### src/hdl/fats_pkg.sv
`timescale 1ns / 1ps
`default_nettype none

package fats_pkg;

  // Message length cap; bytes past it are ignored until the end mark.
  localparam int unsigned MaxMessageBytesDef = 65536;

  // Byte index within a tag: covers a 24-bit payload length plus header and trailer.
  localparam int unsigned TagPosW = 25;

  localparam int unsigned HeaderBytes = 11;
  // Index of the last back-pointer byte relative to the payload length.
  localparam int unsigned TrailerLast = 14;

  localparam logic [7:0] TagAudio   = 8'h08;
  localparam logic [7:0] TagVideo   = 8'h09;
  localparam logic [3:0] CodecAac   = 4'ha;
  localparam logic [3:0] CodecAvc   = 4'h7;
  localparam logic [7:0] AvcSeqByte = 8'h17;

  typedef struct packed {
    logic        is_audio;
    logic [23:0] size;
    logic [31:0] stamp;
    logic [15:0] first_bytes;
    logic [23:0] offset_cap;
    logic [15:0] payload_start;
  } tag_info_t;

  typedef struct packed {
    logic               is_audio;
    logic [31:0]        tag_time;
    logic [15:0]        payload_start;
    logic [23:0]        payload_length;
    logic [3:0]         codec_code;
    logic               setup_needed;
    logic signed [23:0] composition_offset;
  } desc_t;

endpackage

`default_nettype wire

### src/hdl/fats_byte_parser.sv
`timescale 1ns / 1ps
`default_nettype none

module fats_byte_parser #(
  parameter int unsigned MaxMessageBytes = fats_pkg::MaxMessageBytesDef
) (
  input  wire logic                clk_i,
  input  wire logic                rst_ni,
  input  wire logic                accept_i,
  input  wire logic [7:0]          data_byte_i,
  input  wire logic                end_of_message_i,
  output logic                     emit_o,
  output fats_pkg::tag_info_t      info_o
);
  import fats_pkg::*;

  localparam int unsigned MsgPosW = $clog2(MaxMessageBytes + 1);

  logic [MsgPosW-1:0] msg_pos_q, msg_pos_d;
  logic [TagPosW-1:0] tag_pos_q, tag_pos_d;
  logic [7:0]         kind_q, kind_d;
  logic [23:0]        size_q, size_d;
  logic [31:0]        stamp_q, stamp_d;
  logic [15:0]        first_q, first_d;
  logic [23:0]        offset_q, offset_d;

  logic               active;
  logic               tag_end;
  logic [TagPosW-1:0] size_ext;
  logic [TagPosW-1:0] pay_idx;

  assign active   = msg_pos_q < MsgPosW'(MaxMessageBytes);
  assign size_ext = {1'b0, size_q};
  assign tag_end  = tag_pos_q == (size_ext + TagPosW'(TrailerLast));
  assign pay_idx  = tag_pos_q - TagPosW'(HeaderBytes);

  always_comb begin
    msg_pos_d = msg_pos_q;
    tag_pos_d = tag_pos_q;
    kind_d    = kind_q;
    size_d    = size_q;
    stamp_d   = stamp_q;
    first_d   = first_q;
    offset_d  = offset_q;
    if (accept_i && active) begin
      if (tag_pos_q == '0) begin
        kind_d   = data_byte_i;
        size_d   = '0;
        stamp_d  = '0;
        first_d  = '0;
        offset_d = '0;
      end else if (tag_pos_q <= TagPosW'(3)) begin
        size_d = {size_q[15:0], data_byte_i};
      end else if (tag_pos_q <= TagPosW'(6)) begin
        stamp_d[23:0] = {stamp_q[15:0], data_byte_i};
      end else if (tag_pos_q == TagPosW'(7)) begin
        stamp_d[31:24] = data_byte_i;
      end else if (tag_pos_q >= TagPosW'(HeaderBytes) && pay_idx < size_ext) begin
        // capture payload bytes 0..1 and the composition bytes 2..4
        if (pay_idx < TagPosW'(2)) begin
          first_d = {first_q[7:0], data_byte_i};
        end else if (pay_idx < TagPosW'(5)) begin
          offset_d = {offset_q[15:0], data_byte_i};
        end
      end
      tag_pos_d = tag_end ? '0 : tag_pos_q + TagPosW'(1);
      msg_pos_d = msg_pos_q + MsgPosW'(1);
    end
    if (accept_i && end_of_message_i) begin
      msg_pos_d = '0;
      tag_pos_d = '0;
    end
  end

  always_ff @(posedge clk_i or negedge rst_ni) begin
    if (!rst_ni) begin
      msg_pos_q <= '0;
      tag_pos_q <= '0;
      kind_q    <= '0;
      size_q    <= '0;
      stamp_q   <= '0;
      first_q   <= '0;
      offset_q  <= '0;
    end else begin
      msg_pos_q <= msg_pos_d;
      tag_pos_q <= tag_pos_d;
      kind_q    <= kind_d;
      size_q    <= size_d;
      stamp_q   <= stamp_d;
      first_q   <= first_d;
      offset_q  <= offset_d;
    end
  end

  // Header and payload captures are complete whenever the last trailer byte is due.
  assign emit_o = active && tag_end && (kind_q == TagAudio || kind_q == TagVideo);

  assign info_o.is_audio      = kind_q == TagAudio;
  assign info_o.size          = size_q;
  assign info_o.stamp         = stamp_q;
  assign info_o.first_bytes   = first_q;
  assign info_o.offset_cap    = offset_q;
  assign info_o.payload_start = 16'(msg_pos_q) - size_q[15:0] - 16'd3;

  a_msg_pos_capped : assert property (@(posedge clk_i) disable iff (!rst_ni)
    msg_pos_q <= MsgPosW'(MaxMessageBytes))
    else $error("message position past cap");

  a_tag_pos_bounded : assert property (@(posedge clk_i) disable iff (!rst_ni)
    (tag_pos_q > TagPosW'(3)) |-> (tag_pos_q <= size_ext + TagPosW'(TrailerLast)))
    else $error("tag position ran past the back pointer");

endmodule

`default_nettype wire

### src/hdl/fats_codec_track.sv
`timescale 1ns / 1ps
`default_nettype none

module fats_codec_track (
  input  wire logic                clk_i,
  input  wire logic                rst_ni,
  input  wire logic                fire_i,
  input  wire fats_pkg::tag_info_t info_i,
  output fats_pkg::desc_t          desc_o
);
  import fats_pkg::*;

  logic [3:0]  prev_audio_q;
  logic [3:0]  prev_video_q;
  logic [23:0] held_q;

  logic        long2;
  logic        long6;
  logic [7:0]  b0;
  logic [7:0]  b1;
  logic [3:0]  code;
  logic        setup;
  logic [23:0] held_next;

  always_comb begin
    long2 = |info_i.size[23:1];
    long6 = info_i.size >= 24'd6;
    b0    = '0;
    b1    = '0;
    if (long2) begin
      b0 = info_i.first_bytes[15:8];
      b1 = info_i.first_bytes[7:0];
    end else if (info_i.size == 24'd1) begin
      b0 = info_i.first_bytes[7:0];
    end
    held_next = held_q;
    if (info_i.is_audio) begin
      code  = b0[7:4];
      setup = long2 && (prev_audio_q != code || (b1 == 8'h00 && code == CodecAac));
    end else begin
      code  = b0[3:0];
      setup = long2 && (prev_video_q != code || (b1 == 8'h00 && b0 == AvcSeqByte));
      if (code == CodecAvc && long6) begin
        held_next = info_i.offset_cap;
      end
    end
  end

  always_ff @(posedge clk_i or negedge rst_ni) begin
    if (!rst_ni) begin
      prev_audio_q <= '0;
      prev_video_q <= '0;
      held_q       <= '0;
    end else if (fire_i) begin
      held_q <= held_next;
      if (setup && info_i.is_audio) begin
        prev_audio_q <= code;
      end
      if (setup && !info_i.is_audio) begin
        prev_video_q <= code;
      end
    end
  end

  assign desc_o.is_audio           = info_i.is_audio;
  assign desc_o.tag_time           = info_i.stamp;
  assign desc_o.payload_start      = info_i.payload_start;
  assign desc_o.payload_length     = info_i.size;
  assign desc_o.codec_code         = code;
  assign desc_o.setup_needed       = setup;
  assign desc_o.composition_offset = info_i.is_audio ? 24'sd0 : $signed(held_next);

endmodule

`default_nettype wire

### src/hdl/fats_out_skid.sv
`timescale 1ns / 1ps
`default_nettype none

module fats_out_skid (
  input  wire logic            clk_i,
  input  wire logic            rst_ni,
  input  wire logic            push_i,
  input  wire fats_pkg::desc_t desc_i,
  input  wire logic            out_ready_i,
  output logic                 out_valid_o,
  output logic                 space_o,
  output fats_pkg::desc_t      desc_o
);
  import fats_pkg::*;

  logic  out_valid_q, out_valid_d;
  logic  skid_valid_q, skid_valid_d;
  desc_t out_q, out_d;
  desc_t skid_q, skid_d;
  logic  pop;

  assign pop = out_valid_q && out_ready_i;

  always_comb begin
    out_valid_d  = out_valid_q;
    skid_valid_d = skid_valid_q;
    out_d        = out_q;
    skid_d       = skid_q;
    if (pop) begin
      // refill from the skid slot first, else from a new request
      if (skid_valid_q) begin
        out_d        = skid_q;
        skid_valid_d = 1'b0;
      end else if (push_i) begin
        out_d = desc_i;
      end else begin
        out_valid_d = 1'b0;
      end
    end else if (push_i) begin
      if (out_valid_q) begin
        skid_d       = desc_i;
        skid_valid_d = 1'b1;
      end else begin
        out_d       = desc_i;
        out_valid_d = 1'b1;
      end
    end
  end

  always_ff @(posedge clk_i or negedge rst_ni) begin
    if (!rst_ni) begin
      out_valid_q  <= 1'b0;
      skid_valid_q <= 1'b0;
    end else begin
      out_valid_q  <= out_valid_d;
      skid_valid_q <= skid_valid_d;
    end
  end

  always_ff @(posedge clk_i) begin
    out_q  <= out_d;
    skid_q <= skid_d;
  end

  assign out_valid_o = out_valid_q;
  assign space_o     = !skid_valid_q;
  assign desc_o      = out_q;

  a_skid_behind_out : assert property (@(posedge clk_i) disable iff (!rst_ni)
    skid_valid_q |-> out_valid_q)
    else $error("skid slot full while output slot empty");

  a_no_push_when_full : assert property (@(posedge clk_i) disable iff (!rst_ni)
    push_i |-> !skid_valid_q)
    else $error("request pushed into a full output buffer");

endmodule

`default_nettype wire

### src/hdl/flv_aggregate_tag_splitter.sv
`timescale 1ns / 1ps
`default_nettype none

// Aggregate-message FLV tag splitter.
// Input channel (in_valid_i / in_ready_o): one message byte per request, with
// end_of_message_i set on the final byte. The byte stream is cut into tags
// (11-byte header, payload, 4-byte back pointer); audio and video tags give one
// descriptor on the output channel (out_valid_o / out_ready_i) when their last
// back-pointer byte is taken. Other tag types, truncated tags and bytes past the
// message cap produce nothing.
// Throughput: one byte per cycle while in_ready_o is high; every byte goes
// through the position counters and capture registers in the cycle it is
// accepted. Output: the descriptor is registered in the output slot, or in the
// skid slot while the output slot is held, and out_valid_o shows it.
// Stall: a two-slot output buffer absorbs one descriptor while the receiver
// holds off; in_ready_o drops only when both slots are full, and bytes keep
// flowing while a descriptor waits in the first slot.
// Reset: clears counters, codec history and the held composition offset; the
// first byte after reset starts a new message.
module flv_aggregate_tag_splitter #(
  parameter int unsigned MaxMessageBytes = fats_pkg::MaxMessageBytesDef
) (
  input  wire logic               clk_i,
  input  wire logic               rst_ni,
  input  wire logic               in_valid_i,
  output logic                    in_ready_o,
  input  wire logic [7:0]         data_byte_i,
  input  wire logic               end_of_message_i,
  output logic                    out_valid_o,
  input  wire logic               out_ready_i,
  output logic                    is_audio_o,
  output logic [31:0]             tag_time_o,
  output logic [15:0]             payload_start_o,
  output logic [23:0]             payload_length_o,
  output logic [3:0]              codec_code_o,
  output logic                    setup_needed_o,
  output logic signed [23:0]      composition_offset_o
);
  import fats_pkg::*;

  logic      accept;
  logic      emit;
  logic      fire;
  tag_info_t info;
  desc_t     desc;
  desc_t     desc_out;

  assign accept = in_valid_i && in_ready_o;
  // a descriptor is pushed only by the byte that closes an audio or video tag
  assign fire   = accept && emit;

  fats_byte_parser #(
    .MaxMessageBytes(MaxMessageBytes)
  ) u_parser (
    .clk_i           (clk_i),
    .rst_ni          (rst_ni),
    .accept_i        (accept),
    .data_byte_i     (data_byte_i),
    .end_of_message_i(end_of_message_i),
    .emit_o          (emit),
    .info_o          (info)
  );

  fats_codec_track u_codec (
    .clk_i (clk_i),
    .rst_ni(rst_ni),
    .fire_i(fire),
    .info_i(info),
    .desc_o(desc)
  );

  fats_out_skid u_out (
    .clk_i      (clk_i),
    .rst_ni     (rst_ni),
    .push_i     (fire),
    .desc_i     (desc),
    .out_ready_i(out_ready_i),
    .out_valid_o(out_valid_o),
    .space_o    (in_ready_o),
    .desc_o     (desc_out)
  );

  assign is_audio_o           = desc_out.is_audio;
  assign tag_time_o           = desc_out.tag_time;
  assign payload_start_o      = desc_out.payload_start;
  assign payload_length_o     = desc_out.payload_length;
  assign codec_code_o         = desc_out.codec_code;
  assign setup_needed_o       = desc_out.setup_needed;
  assign composition_offset_o = desc_out.composition_offset;

endmodule

`default_nettype wire

### config.mk
export PLATFORM = sky130hd
export DESIGN_NAME = flv_aggregate_tag_splitter
export DESIGN_NICKNAME = d
export VERILOG_FILES = /design/src/hdl/fats_pkg.sv /design/src/hdl/fats_byte_parser.sv /design/src/hdl/fats_codec_track.sv /design/src/hdl/fats_out_skid.sv /design/src/hdl/flv_aggregate_tag_splitter.sv
export SDC_FILE = /design/constraint.sdc
export NUM_CORES = 1
export LEC_CHECK = 0
export BUFFER_PORTS_ARGS = -buffer_cell sky130_fd_sc_hd__buf_2
export CORE_MARGIN = 4
export CORE_UTILIZATION = 39
export DETAILED_ROUTE_END_ITERATION = 8
export GPL_ROUTABILITY_DRIVEN = 0
export HOLD_SLACK_MARGIN = 0.08
export PLACE_DENSITY = 0.68
export SLEW_MARGIN = 30
export SYNTH_ARGS = -nofsm -noshare
export SYNTH_HDL_FRONTEND = slang
export SYNTH_HIERARCHICAL = 1
export SYNTH_SLANG_ARGS = --single-unit
### constraint.sdc
create_clock -name clk_i -period 9.5 [get_ports clk_i]
set_clock_uncertainty 0.1 [all_clocks]
set_input_delay 0 -clock clk_i [delete_from_list [all_inputs] [get_ports clk_i]]
set_output_delay 0 -clock clk_i [all_outputs]
set_load 0.03 [all_outputs]
==> results.md, run 1 <==
| Group | Result | Value |
| --- | --- | --- |
| outcome | Run status | finished, final reports clean |
| power and ir drop | Power per unit of standard cell area | 189 nW/µm² |
| clock network | Number of buffers created by CTS | 40 |
| layout | Ratio of cells with drive above 1 in the final layout | 0.207 |
| flow run | Number of max-capacitance violations reported | 0 |
| synth | Post-synth top area share | 0.305 |
| route | Avg Vias per Cell | 5.47 |
| layout | Count of inserted antenna diode cells | 0 |
| clock network | Clock tree root buffer cell | sky130_fd_sc_hd__clkbuf_16 |
| layout | Sequential standard cell area | 10600 µm² |
| sta | Worst slew pin tran | 0.933 ns |
| global route | Largest net degree at the start of global routing | 115 |
| sta | Min Hold Slack | 0.275 ns |
| setup path | Worst Setup Start Kind | flip-flop |
| route | DR vias | 13400 |
| sta | Setup TNS | 0 ns |
| sta | Worst relative slew slack | 0.377 |
| sta | Final-report max-slew violation count | 0 |
| clock network | H-tree levels | 2 |
| setup path | Maximum cell stage delay along the critical path | 0.71 ns |
| synth | Number of nets in the synthesized netlist | 1783 |
| synth | Dominant register cell in the synthesized netlist | sky130_fd_sc_hd__edfxtp_1 |
| clock network | Clk slew on worst S/H paths | 0.06 ns |
| power and ir drop | IR drop worst, VDD | 137 µV |
| synth | Number of enable-type register cells in the synthesized netlist | 204 |
| floorplan | X dimension of the die | 235 µm |
| floorplan | Effective utilization at floorplan | 0.398 |
| setup path | Ordered cell list for the critical path | inv_1, ha_1, nor2b_1, nor4_1, nand3_1, and3_1, o31ai_1, nand4_1, nor4_1, and3_1, a21oi_1, a21oi_4, buf_6 |
| placement | Detailed placement HPWL | 30.3 mm |
| floorplan | Total die area | 55300 µm² |
| floorplan | Area of the placeable core | 50600 µm² |
| route | Residual DRC | 0 |
| power and ir drop | Design Power | 0.00418 W |
| clock network | Longest Clk Path Bufs | 3 |
| setup path | Data required, critical path | 9.57 ns |
| synth | Count of warnings emitted by yosys | 6 |
| sta | RSZ-0062 raised after global routing | no |
| route | Count of antenna-violating nets left after detailed routing | 0 |
| global route | Number of antenna violations at the first check in global routing | 1 |
| synth | Syn_area_per_cell | 11.8 µm² |
| setup path | Slowest CP cell | sky130_fd_sc_hd__a21oi_4 |
| sta | Fmax achieved | 174 MHz |
| clock network | CTS sink cnt | 384 |
| route | Average detailed-routed wire length per instance | 18.6 µm |
| synth | Sequential cell area fraction in the yosys report | 0.528 |
| clock network | TritonCTS clock tree | yes |
| synth | Cell accounting for the most synthesized area | sky130_fd_sc_hd__edfxtp_1 |
| setup path | CP Data Arrival Time | 5.81 ns |
| clock network | Buffers inserted by post-CTS timing repair | 0 |
| power and ir drop | Leakage | 8.93 nW |
| synth | Top cells by instance count after synthesis | sky130_fd_sc_hd__edfxtp_1 (204), sky130_fd_sc_hd__dfrtp_1 (180), sky130_fd_sc_hd__nand2_1 (148) |
| layout | Combined area of the multi-input logic cells | 8070 µm² |
| sta | Final clock period utilization by the worst path | 0.605 |
| sta | Fin crit period | 5.75 ns |
| route | First-pass iteration count of the detailed router | 6 |
| setup path | Crit end category | flip-flop |
| global route | Congestion Overflow GR | 0 |
| global route | Global-route wire length before repair | 72.8 mm |
| global route | Overall Global Routing Usage | 0.158 |
| sta | Final Hold Violating Endpoints | 0 |
| synth | Cell types occupying the most area after synthesis | sky130_fd_sc_hd__edfxtp_1 (30%), sky130_fd_sc_hd__dfrtp_1 (22%), sky130_fd_sc_hd__mux2_4 (6.2%), sky130_fd_sc_hd__ha_1 (3.5%), sky130_fd_sc_hd__mux2_2 (3.2%) |
| route | Number of DRC markers after the initial detailed-route iteration | 1117 |
| synth | Ys async rst share | 0.469 |
| layout | Layout filler cell count | 4574 |
| placement | Quantity of I/O buffers inserted on ports | 116 |
| clock network | Clock latency on the worst-skew pair | 0.54 ns |
| floorplan | Number of top-level design ports | 117 |
| floorplan | Number of rows in the core area | 82 |
| synth | Flop and latch count out of synthesis | 384 |
| synth | Cell count after synthesis | 1712 |
| setup path | Maximum fanout count along the critical path | 76 |
| synth | Count of distinct cell types in the synthesized netlist | 83 |
| synth | Most instantiated library cell after synthesis | sky130_fd_sc_hd__edfxtp_1 |
| floorplan | Die span in y | 235 µm |
| global route | Via count of the first global-routing pass | 13200 |
| synth | Summed instance area of the synthesized netlist | 20100 µm² |
| setup path | Critical path class | reg -> reg |
| layout | Area Growth Syn to Fin | 10.2% |
| hold path | Tightest Hold Check Type | in -> reg |
| layout | Number of nets in the final layout | 1814 |
| route | Routed wire length | 45.5 mm |
| sta | Finish-stage setup viols | 0 |
per-layer routing:
layer | wire length, µm | share of wire | GRT usage
met1 | 20500 | 0.45 | 0.222
met2 | 21300 | 0.47 | 0.258
met3 | 2670 | 0.059 | 0.0232
met4 | 993 | 0.022 | 0.0442
met5 | 13 | 0.00029 | 0
worst max-delay path: cells and delay by family (launching register included):
kind | cells | cell delay, ns
simple gates | 7 | 2.24
flops | 1 | 0.69
compound gates | 3 | 1.16
buf+inv | 2 | 0.75
fa+ha+maj | 1 | 0.32
state kept, by name (all words and copies together) (netlist names):
register and cells:
u_codec/prev_video_q 4, u_out/skid_q 102, u_parser/stamp_q 32, u_out/desc_o 102, u_codec/held_q 24, u_codec/prev_audio_q 4, u_parser/tag_pos_q 25, u_parser/msg_pos_q 17
u_parser/kind_q 8, u_out/skid_valid_q 1, u_parser/size_q 24, u_parser/first_q 16, u_parser/offset_q 24, u_out/out_valid_o 1
final timing paths:
check | from | end | slack (ns) | cells past startpoint
worst max register to register | u_parser/size_q[1] | u_out/desc_o[49] | 3.75 | 13
worst min register to register | u_parser/stamp_q[21] | u_out/skid_q[90] | 0.38 | 0
worst max-delay path | u_parser/size_q[1] | u_out/desc_o[49] | 3.75 | 13
min in group asynchronous | rst_ni | u_codec/held_q[10] | 0.43 | 3
worst min-delay path | data_byte_i[3] | u_parser/offset_q[3] | 0.27 | 4
max in group asynchronous | rst_ni | u_codec/prev_audio_q[2] | 7.73 | 5
per-stage QoR:
| stage | instances | utilization | worst slack, ns | instance area (µm²) |
|---|---|---|---|---|
| final | 2445 | 0.438 | 3.75 | 22200 |
| after global routing | 2445 | 0.438 | 3.30 | 22200 |
| after CTS | 2442 | 0.437 | 3.59 | 22100 |
| after detailed placement | 2357 | 0.409 | 3.60 | 20700 |
| after global placement | 2357 | 0.409 | 3.85 | 20700 |
| after floorplan | 1712 | - | 0.634 | 20100 |
layout make-up:
type / count / area share
tap: 672 / 0.0379
sequential: 384 / 0.480
clock buffer: 53 / 0.0487
clock inverter: 19 / 0.00802
timing repair buffer: 149 / 0.0412
multi-input combinational: 1048 / 0.364
inverter: 120 / 0.0203
where the power goes:
part	internal (W)	switching [W]
clock network	0.000862	0.000644
logic	0.000352	0.000379
registers	0.00185	0.0000903
cell families after synthesis:
family          synth area share
fa+ha+maj                 0.0364
xor+xnor                  0.0379
buf+inv                   0.0723
compound gates            0.0995
mux                        0.110
flops                      0.528
simple gates               0.115
timing repair:
action                    CTS  global route
hold buffers               13             1
resized for setup           0             0
hold endpoints to repair  192            63
cell usage in the layout (no fill, tap or decap), types with 29 or more instances in the layout:
cell type                   instances
sky130_fd_sc_hd__edfxtp_1         204
sky130_fd_sc_hd__dfrtp_1          180
sky130_fd_sc_hd__nand2_1          148
sky130_fd_sc_hd__inv_1            119
sky130_fd_sc_hd__buf_2            115
sky130_fd_sc_hd__mux2_4            83
sky130_fd_sc_hd__a22o_1            66
sky130_fd_sc_hd__a21oi_1           64
sky130_fd_sc_hd__nor2_1            63
sky130_fd_sc_hd__nand3_1           58
sky130_fd_sc_hd__mux2_2            58
sky130_fd_sc_hd__xnor2_1           58
sky130_fd_sc_hd__ha_1              57
sky130_fd_sc_hd__o21ai_0           46
sky130_fd_sc_hd__clkbuf_16         40
sky130_fd_sc_hd__xor2_1            29
Note: power is estimated with default switching activity, not from simulation.
==> run 2, diff against run 1 <==
- PLACE_DENSITY: 0.68 -> 0.66
- clock period: 9.5 -> 5.5 ns (I/O delays scaled with it)
==> run 2 against run 1 <==
Hold slack lost 0.012 ns; count of clock-buffer cells in the layout shrank 8; critical path depth is the same; setup slack lost 3.3 ns; sequential share of layout area shrank 0.42 points; die area is the same; routed wire length grew 1.9%; register-to-register slack lost 3.3 ns; non-clock buffer count grew 16; largest cell class unchanged; largest power group unchanged; highest routed layer unchanged.
==> results.md, run 2 (synthesis gave the netlist of run 1 again) <==
| Group | Result | Value | vs previous |
| --- | --- | --- | --- |
| clock network | Clock latency on the worst-skew pair | 0.56 ns | +0.02 ns |
| sta | RSZ-0062 raised after global routing | no |  |
| floorplan | X dimension of the die | 235 µm | unchanged |
| global route | Congestion Overflow GR | 0 | unchanged |
| sta | Final-report max-slew violation count | 0 | unchanged |
| sta | Final clock period utilization by the worst path | 0.913 | +0.308 |
| outcome | Run status | finished, final reports clean |  |
| floorplan | Effective utilization at floorplan | 0.398 | unchanged |
| setup path | Category of cells accounting for the largest share of critical-path delay | simple AND/OR/NAND/NOR gates |  |
| power and ir drop | NetSw | 0.00202 W | +82% |
| power and ir drop | Design Power | 0.00739 W | +77% |
| setup path | Slowest CP cell | sky130_fd_sc_hd__or4_1 |  |
| setup path | Crit end category | flip-flop |  |
| global route | Number of antenna violations at the first check in global routing | 2 | +1 |
| sta | Fin crit period | 5.02 ns | -0.726 ns |
| setup path | Reg2reg path depth | 13 | unchanged |
| sta | Setup TNS | 0 ns | unchanged |
| placement | Placed Cells | 2374 | +0.72% |
| hold path | Cell count of the worst hold path | 4 | unchanged |
| sta | Finish-stage setup viols | 0 | unchanged |
| setup path | Maximum cell stage delay along the critical path | 0.65 ns | -0.06 ns |
| clock network | TritonCTS clock tree | yes |  |
| global route | Global-route wire length before repair | 73.7 mm | +1.3% |
| setup path | Worst Setup Start Kind | flip-flop |  |
| route | Top Metal Used | met5 |  |
| setup path | R2R Path End | u_parser/first_q[8] |  |
| clock network | H-tree levels | 2 | unchanged |
| clock network | Number of buffers created by CTS | 39 | -2.5% |
| global route | Via count of the first global-routing pass | 13200 | -0.35% |
| route | Total length of routed met3 wires | 2.70 mm | +1.3% |
| floorplan | Number of top-level design ports | 117 | unchanged |
| route | DR vias | 13400 | -0.022% |
| hold path | Hold-critical path endpoint | u_parser/offset_q[0] |  |
| floorplan | Area of the placeable core | 50600 µm² | unchanged |
| setup path | Maximum fanout count along the critical path | 16 | -79% |
| clock network | CTS sink cnt | 384 | unchanged |
| route | Number of DRC markers after the initial detailed-route iteration | 1215 | +8.8% |
| setup path | Data required, critical path | 5.84 ns | -3.73 ns |
| setup path | Critical path class | reg -> reg |  |
| setup path | CP Data Arrival Time | 5.35 ns | -0.46 ns |
| placement | Detailed placement HPWL | 31.0 mm | +2.1% |
| layout | Post-Layout Inst Area | 22400 µm² | +0.88% |
| hold path | Worst Min Path Start | data_byte_i[0] |  |
| clock network | Count of instances resized after the clock tree is built | 0 | unchanged |
| power and ir drop | Proportion of total power due to net switching | 0.274 | +0.00752 |
| power and ir drop | Sequential share of power | 0.448 | -0.016 |
| power and ir drop | Leakage | 9.03 nW | +1.1% |
| sta | Fmax achieved | 199 MHz | +14% |
| placement | Standard cell area after detailed placement | 20900 µm² | +0.74% |
| layout | Commonest non-fill, non-tap cells in the layout | sky130_fd_sc_hd__edfxtp_1 (204), sky130_fd_sc_hd__dfrtp_1 (180), sky130_fd_sc_hd__nand2_1 (148) |  |
| clock network | Longest Clk Path Bufs | 3 | unchanged |
| floorplan | Die span in y | 235 µm | unchanged |
| flow run | Number of max-capacitance violations reported | 0 | unchanged |
| layout | Ratio of cells with drive above 1 in the final layout | 0.217 | +0.00989 |
| route | Count of antenna-violating nets left after detailed routing | 0 | unchanged |
| clock network | Clk slew on worst S/H paths | 0.06 ns | about the same |
| clock network | Clock tree root buffer cell | sky130_fd_sc_hd__clkbuf_16 |  |
| power and ir drop | Power per unit of standard cell area | 331 nW/µm² | +75% |
| layout | Number of nets in the final layout | 1829 | +0.83% |
| setup path | Ordered cell list for the critical path | or4_1, nor4_1, nand3_1, nor3_1, xor2_1, ha_1, nor3_1, nand4_1, or4_1, or4b_4, nor4_4, o21ai_4, a22o_1 |  |
| clock network | Post-cts hold buffer count | 15 | +2 |
| setup path | Buffering stage count on the worst path with inverters included | 0 | -2 |
| clock network | Buffers inserted by post-CTS timing repair | 0 | unchanged |
| route | First-pass iteration count of the detailed router | 5 | -1 |
| sta | Worst relative slew slack | 0.359 | -0.0177 |
| floorplan | Number of rows in the core area | 82 | unchanged |
| route | Routed wire length | 46.3 mm | +1.9% |
| power and ir drop | IR drop worst, VDD | 224 µV | +63% |
| power and ir drop | Proportion of power drawn by the clock network | 0.368 | +0.007 |
| placement | Quantity of I/O buffers inserted on ports | 116 | unchanged |
| sta | Final Hold Violating Endpoints | 0 | unchanged |
| layout | Layout Cells excl Fill | 2463 | +0.74% |
| power and ir drop | Combinational power share | 0.183 | +0.008 |
| global route | Overall Global Routing Usage | 0.162 | +0.00350 |
| layout | Most common cell after layout, fill and taps aside | sky130_fd_sc_hd__edfxtp_1 |  |
| setup path | Flop-to-flop setup slack | 0.48 ns | -3.27 ns |
| floorplan | Total die area | 55300 µm² | unchanged |
| route | Avg Vias per Cell | 5.43 | -0.75% |
| setup path | Worst R2R Start | u_parser/tag_pos_q[9] |  |
| layout | Area Growth Syn to Fin | 11.1% |  |
| route | Length of routed wiring on met1 | 21.0 mm | +2.4% |
| route | Average detailed-routed wire length per instance | 18.8 µm | +1.2% |
| global route | Largest net degree at the start of global routing | 77 | -33% |
| route | Residual DRC | 0 | unchanged |
| hold path | Tightest Hold Check Type | in -> reg |  |
| route | DR WL met2 | 21.2 mm | -0.57% |
| power and ir drop | Cell Int Power | 0.00536 W | +75% |
| sta | Worst slew pin tran | 0.959 ns | +0.0265 ns |
-- run 2: worst max path at each step --
stage | to | from | slack, ns | depth (start not counted)
after floorplan | u_out/desc_o[0] | u_parser/size_q[1] | 0.02 | 13
after global placement | u_parser/first_q[10] | u_parser/tag_pos_q[9] | 0.69 | 14
after detailed placement | u_parser/first_q[8] | u_parser/tag_pos_q[9] | 0.55 | 13
after CTS | u_parser/first_q[8] | u_parser/tag_pos_q[9] | 0.54 | 13
after global routing | u_parser/first_q[6] | u_parser/tag_pos_q[9] | 0.21 | 13
final | u_parser/first_q[8] | u_parser/tag_pos_q[9] | 0.48 | 13
-- run 2: layout make-up --
type	instances	area, µm²
diodes	2	5.00
clock buffers	45	1020
clock inverters	27	304
fillers	4610	28200
inverters	120	450
multi-input cells	1048	8070
flip-flops and latches	384	10600
well taps	672	841
repair buffers	165	1040
-- run 2: power by group through the flow --
stage / Combinational, W / Sequential, W / Clock, W
6_report: 0.00135 / 0.00331 / 0.00272
5_1_grt: 0.00148 / 0.00332 / 0.00292
4_1_cts: 0.00135 / 0.00331 / 0.00278
3_5_place_dp: 0.00133 / 0.00337 / 0
3_3_place_gp: 0.00130 / 0.00337 / 0
2_1_floorplan: 0.00123 / 0.00332 / 0
-- run 2: per-stage QoR --
stage / hold slack [ns] / setup slack [ns] / util
final: 0.263 / 0.481 / 0.442
after CTS: 0.224 / 0.536 / 0.442
after global placement: -0.0516 / 0.692 / 0.412
after floorplan: -0.396 / 0.0228 / -
after global routing: 0.274 / 0.209 / 0.442
after detailed placement: -0.0308 / 0.545 / 0.412
-- run 2: per-layer routing --
metal / track usage / vias up
met3: 0.0274 / 85
met5: 0 / -
met4: 0.0582 / 2
met2: 0.257 / 402
li1: - / 6231
met1: 0.224 / 6655
-- run 2: worst reg2reg max path, stage by stage (launching register included) --
cell,delay (ns)
sky130_fd_sc_hd__dfrtp_1,0.49
sky130_fd_sc_hd__or4_1,0.65
sky130_fd_sc_hd__nor4_1,0.52
sky130_fd_sc_hd__nand3_1,0.23
sky130_fd_sc_hd__nor3_1,0.21
sky130_fd_sc_hd__xor2_1,0.10
sky130_fd_sc_hd__ha_1,0.20
sky130_fd_sc_hd__nor3_1,0.24
sky130_fd_sc_hd__nand4_1,0.13
sky130_fd_sc_hd__or4_1,0.50
sky130_fd_sc_hd__or4b_4,0.51
sky130_fd_sc_hd__nor4_4,0.52
sky130_fd_sc_hd__o21ai_4,0.23
sky130_fd_sc_hd__a22o_1,0.26
==> run 3, diff against run 2 <==
- BUFFER_PORTS_ARGS: -buffer_cell sky130_fd_sc_hd__buf_2 -> -buffer_cell sky130_fd_sc_hd__buf_4
==> run 3 against run 2 <==
Highest routed layer is now met4; register-to-register slack better by 0.11 ns; setup slack better by 0.11 ns; via count hardly changed; global-route usage is 0.24 points higher; critical path depth is 2 lower; final area is 1.7% higher; clock power is 4% higher.
==> results.md, run 3 (synthesis gave the netlist of run 1 again) <==
| Group | Result | Value | vs previous |
| --- | --- | --- | --- |
| outcome | Run status | finished, final reports clean |  |
| setup path | Category of cells accounting for the largest share of critical-path delay | simple AND/OR/NAND/NOR gates |  |
| route | Residual DRC | 0 | unchanged |
| floorplan | Die span in y | 235 µm | unchanged |
| route | Routed wire length | 47.1 mm | +1.5% |
| clock network | Post-cts hold buffer count | 15 | unchanged |
| layout | Final design utilization | 0.450 | +0.00759 |
| floorplan | X dimension of the die | 235 µm | unchanged |
| route | Number of DRC markers after the initial detailed-route iteration | 1165 | -4.1% |
| clock network | H-tree levels | 2 | unchanged |
| floorplan | Number of top-level design ports | 117 | unchanged |
| clock network | Longest Clk Path Bufs | 3 | unchanged |
| clock network | Clock latency on the worst-skew pair | 0.53 ns | -0.03 ns |
| power and ir drop | Power per unit of standard cell area | 329 nW/µm² | -0.43% |
| power and ir drop | Proportion of total power due to net switching | 0.259 | -0.0146 |
| floorplan | Effective utilization at floorplan | 0.398 | unchanged |
| placement | Detailed placement HPWL | 31.8 mm | +2.8% |
| setup path | Buffering stage count on the worst path with inverters included | 1 | +1 |
| clock network | CTS sink cnt | 384 | unchanged |
| layout | Commonest non-fill, non-tap cells in the layout | sky130_fd_sc_hd__edfxtp_1 (204), sky130_fd_sc_hd__dfrtp_1 (180), sky130_fd_sc_hd__nand2_1 (148) |  |
| floorplan | Total die area | 55300 µm² | unchanged |
| global route | Largest net degree at the start of global routing | 78 | +1.3% |
| setup path | CP Data Arrival Time | 5.03 ns | -0.32 ns |
| clock network | Buffers inserted by post-CTS timing repair | 0 | unchanged |
| setup path | Crit end category | flip-flop |  |
| setup path | Ordered cell list for the critical path | nand3_1, or4_1, nor4_1, nor3_1, o31ai_1, nand4_1, nor4_1, and3_1, a21oi_1, a21oi_4, buf_12 |  |
| clock network | Clock tree root buffer cell | sky130_fd_sc_hd__clkbuf_16 |  |
| global route | Congestion Overflow GR | 0 | unchanged |
| clock network | Number of buffers created by CTS | 39 | unchanged |
| power and ir drop | Design Power | 0.00748 W | +1.3% |
| sta | RSZ-0062 raised after global routing | no |  |
| power and ir drop | Combinational power share | 0.179 | -0.004 |
| layout | Most common cell after layout, fill and taps aside | sky130_fd_sc_hd__edfxtp_1 |  |
| setup path | R2R Path End | u_out/desc_o[46] |  |
| route | Average detailed-routed wire length per instance | 19.1 µm | +1.7% |
| clock network | Clk slew on worst S/H paths | 0.06 ns | about the same |
| sta | Final Hold Violating Endpoints | 0 | unchanged |
| placement | Standard cell area after detailed placement | 21200 µm² | +1.7% |
| clock network | TritonCTS clock tree | yes |  |
| setup path | Maximum fanout count along the critical path | 33 | +17 |
| floorplan | Area of the placeable core | 50600 µm² | unchanged |
| sta | Fin crit period | 4.91 ns | -0.109 ns |
| global route | Overall Global Routing Usage | 0.164 | +0.00238 |
| sta | Worst slew pin tran | 0.928 ns | -0.0316 ns |
| layout | Number of nets in the final layout | 1830 | +0.055% |
| setup path | Cell repeated most along the worst path | sky130_fd_sc_hd__nor4_1 |  |
| power and ir drop | Cell Int Power | 0.00554 W | +3.3% |
| placement | Quantity of I/O buffers inserted on ports | 116 | unchanged |
| hold path | Tightest Hold Check Type | in -> reg |  |
| power and ir drop | Leakage | 9.20 nW | +1.9% |
| layout | Post-Layout Inst Area | 22700 µm² | +1.7% |
| layout | Count of inserted antenna diode cells | 0 | -2 |
| setup path | Reg2reg path depth | 11 | -2 |
| clock network | Count of instances resized after the clock tree is built | 0 | unchanged |
| hold path | Cell count of the worst hold path | 4 | unchanged |
| layout | Area Growth Syn to Fin | 13.0% |  |
| layout | Ratio of cells with drive above 1 in the final layout | 0.216 | -0.000997 |
| setup path | Flop-to-flop setup slack | 0.59 ns | +0.11 ns |
| setup path | Critical path class | reg -> reg |  |
| sta | Fmax achieved | 204 MHz | +2.2% |
| power and ir drop | Sequential share of power | 0.443 | -0.005 |
| setup path | Slowest CP cell | sky130_fd_sc_hd__or4_1 |  |
| route | DR vias | 13400 | -0.052% |
| power and ir drop | IR drop worst, VDD | 194 µV | -14% |
| power and ir drop | NetSw | 0.00194 W | -4.1% |
| sta | Worst relative slew slack | 0.380 | +0.0211 |
| sta | Setup TNS | 0 ns | unchanged |
| setup path | Data required, critical path | 5.62 ns | -0.22 ns |
| sta | Finish-stage setup viols | 0 | unchanged |
| global route | Number of antenna violations at the first check in global routing | 0 | -2 |
| global route | Global-route wire length before repair | 74.7 mm | +1.3% |
| sta | Final-report max-slew violation count | 0 | unchanged |
| floorplan | Number of rows in the core area | 82 | unchanged |
| flow run | Number of max-capacitance violations reported | 0 | unchanged |
| route | Avg Vias per Cell | 5.43 | about the same |
| route | Count of antenna-violating nets left after detailed routing | 0 | unchanged |
| hold path | Worst Min Path Start | end_of_message_i |  |
| route | First-pass iteration count of the detailed router | 5 | unchanged |
| setup path | Worst R2R Start | u_parser/size_q[6] |  |
| global route | Via count of the first global-routing pass | 13100 | -0.47% |
| setup path | Maximum cell stage delay along the critical path | 0.72 ns | +0.07 ns |
| power and ir drop | Proportion of power drawn by the clock network | 0.378 | +0.010 |
| setup path | Worst Setup Start Kind | flip-flop |  |
| hold path | Hold-critical path endpoint | u_parser/msg_pos_q[16] |  |
| sta | Final clock period utilization by the worst path | 0.893 | -0.0199 |
[run 3: metal layers]
metal | up-vias | wire length (µm) | track usage
li1 | 6220 | - | -
met1 | 6614 | 21200 | 0.232
met2 | 437 | 21600 | 0.259
met3 | 97 | 2760 | 0.0253
met4 | 0 | 1540 | 0.0559
met5 | - | 0 | 0
[run 3: cell type report]
type	instances	area, µm²
clock buffer	47	1040
sequential	384	10600
timing repair buffer	166	1380
clock inverter	23	332
inverter	120	450
fill	4553	27800
tap	672	841
multi-input combinational	1048	8070
[run 3: how the worst max path moves through the flow]
stage                            start               end  slack, ns  depth (start not counted)
floorplan           u_parser/size_q[1]   u_out/desc_o[0]       0.02                         13
global route        u_parser/size_q[6]  u_out/desc_o[46]       0.27                         11
CTS                 u_parser/size_q[6]  u_out/desc_o[46]       0.63                         11
finish              u_parser/size_q[6]  u_out/desc_o[46]       0.59                         11
detailed placement  u_parser/size_q[6]  u_out/desc_o[67]       0.65                         11
global placement    u_parser/size_q[1]  u_out/desc_o[47]       0.85                         14
[run 3: power groups by stage]
stage                     Combinational [W]  Clock [W]  Sequential [W]
after floorplan                     0.00123          0         0.00332
after global placement              0.00129          0         0.00337
after detailed placement            0.00132          0         0.00337
after CTS                           0.00134    0.00289         0.00332
after global routing                0.00148    0.00301         0.00333
final                               0.00134    0.00283         0.00332
[run 3: metrics by stage]
step	std cells	setup slack, ns	hold WS (ns)
after floorplan	1712	0.0228	-0.396
final	2460	0.590	0.260
after global routing	2460	0.266	0.253
after global placement	2375	0.851	0.0210
after CTS	2460	0.625	0.235
after detailed placement	2375	0.653	0.0308
[run 3: tightest hold or removal path: cells and delay by family]
kind | cells | cell delay (ns)
buffers and inverters | 2 | 0.67
AO/OA/AOI/OAI | 1 | 0.05
AND/OR/NAND/NOR | 1 | 0.12
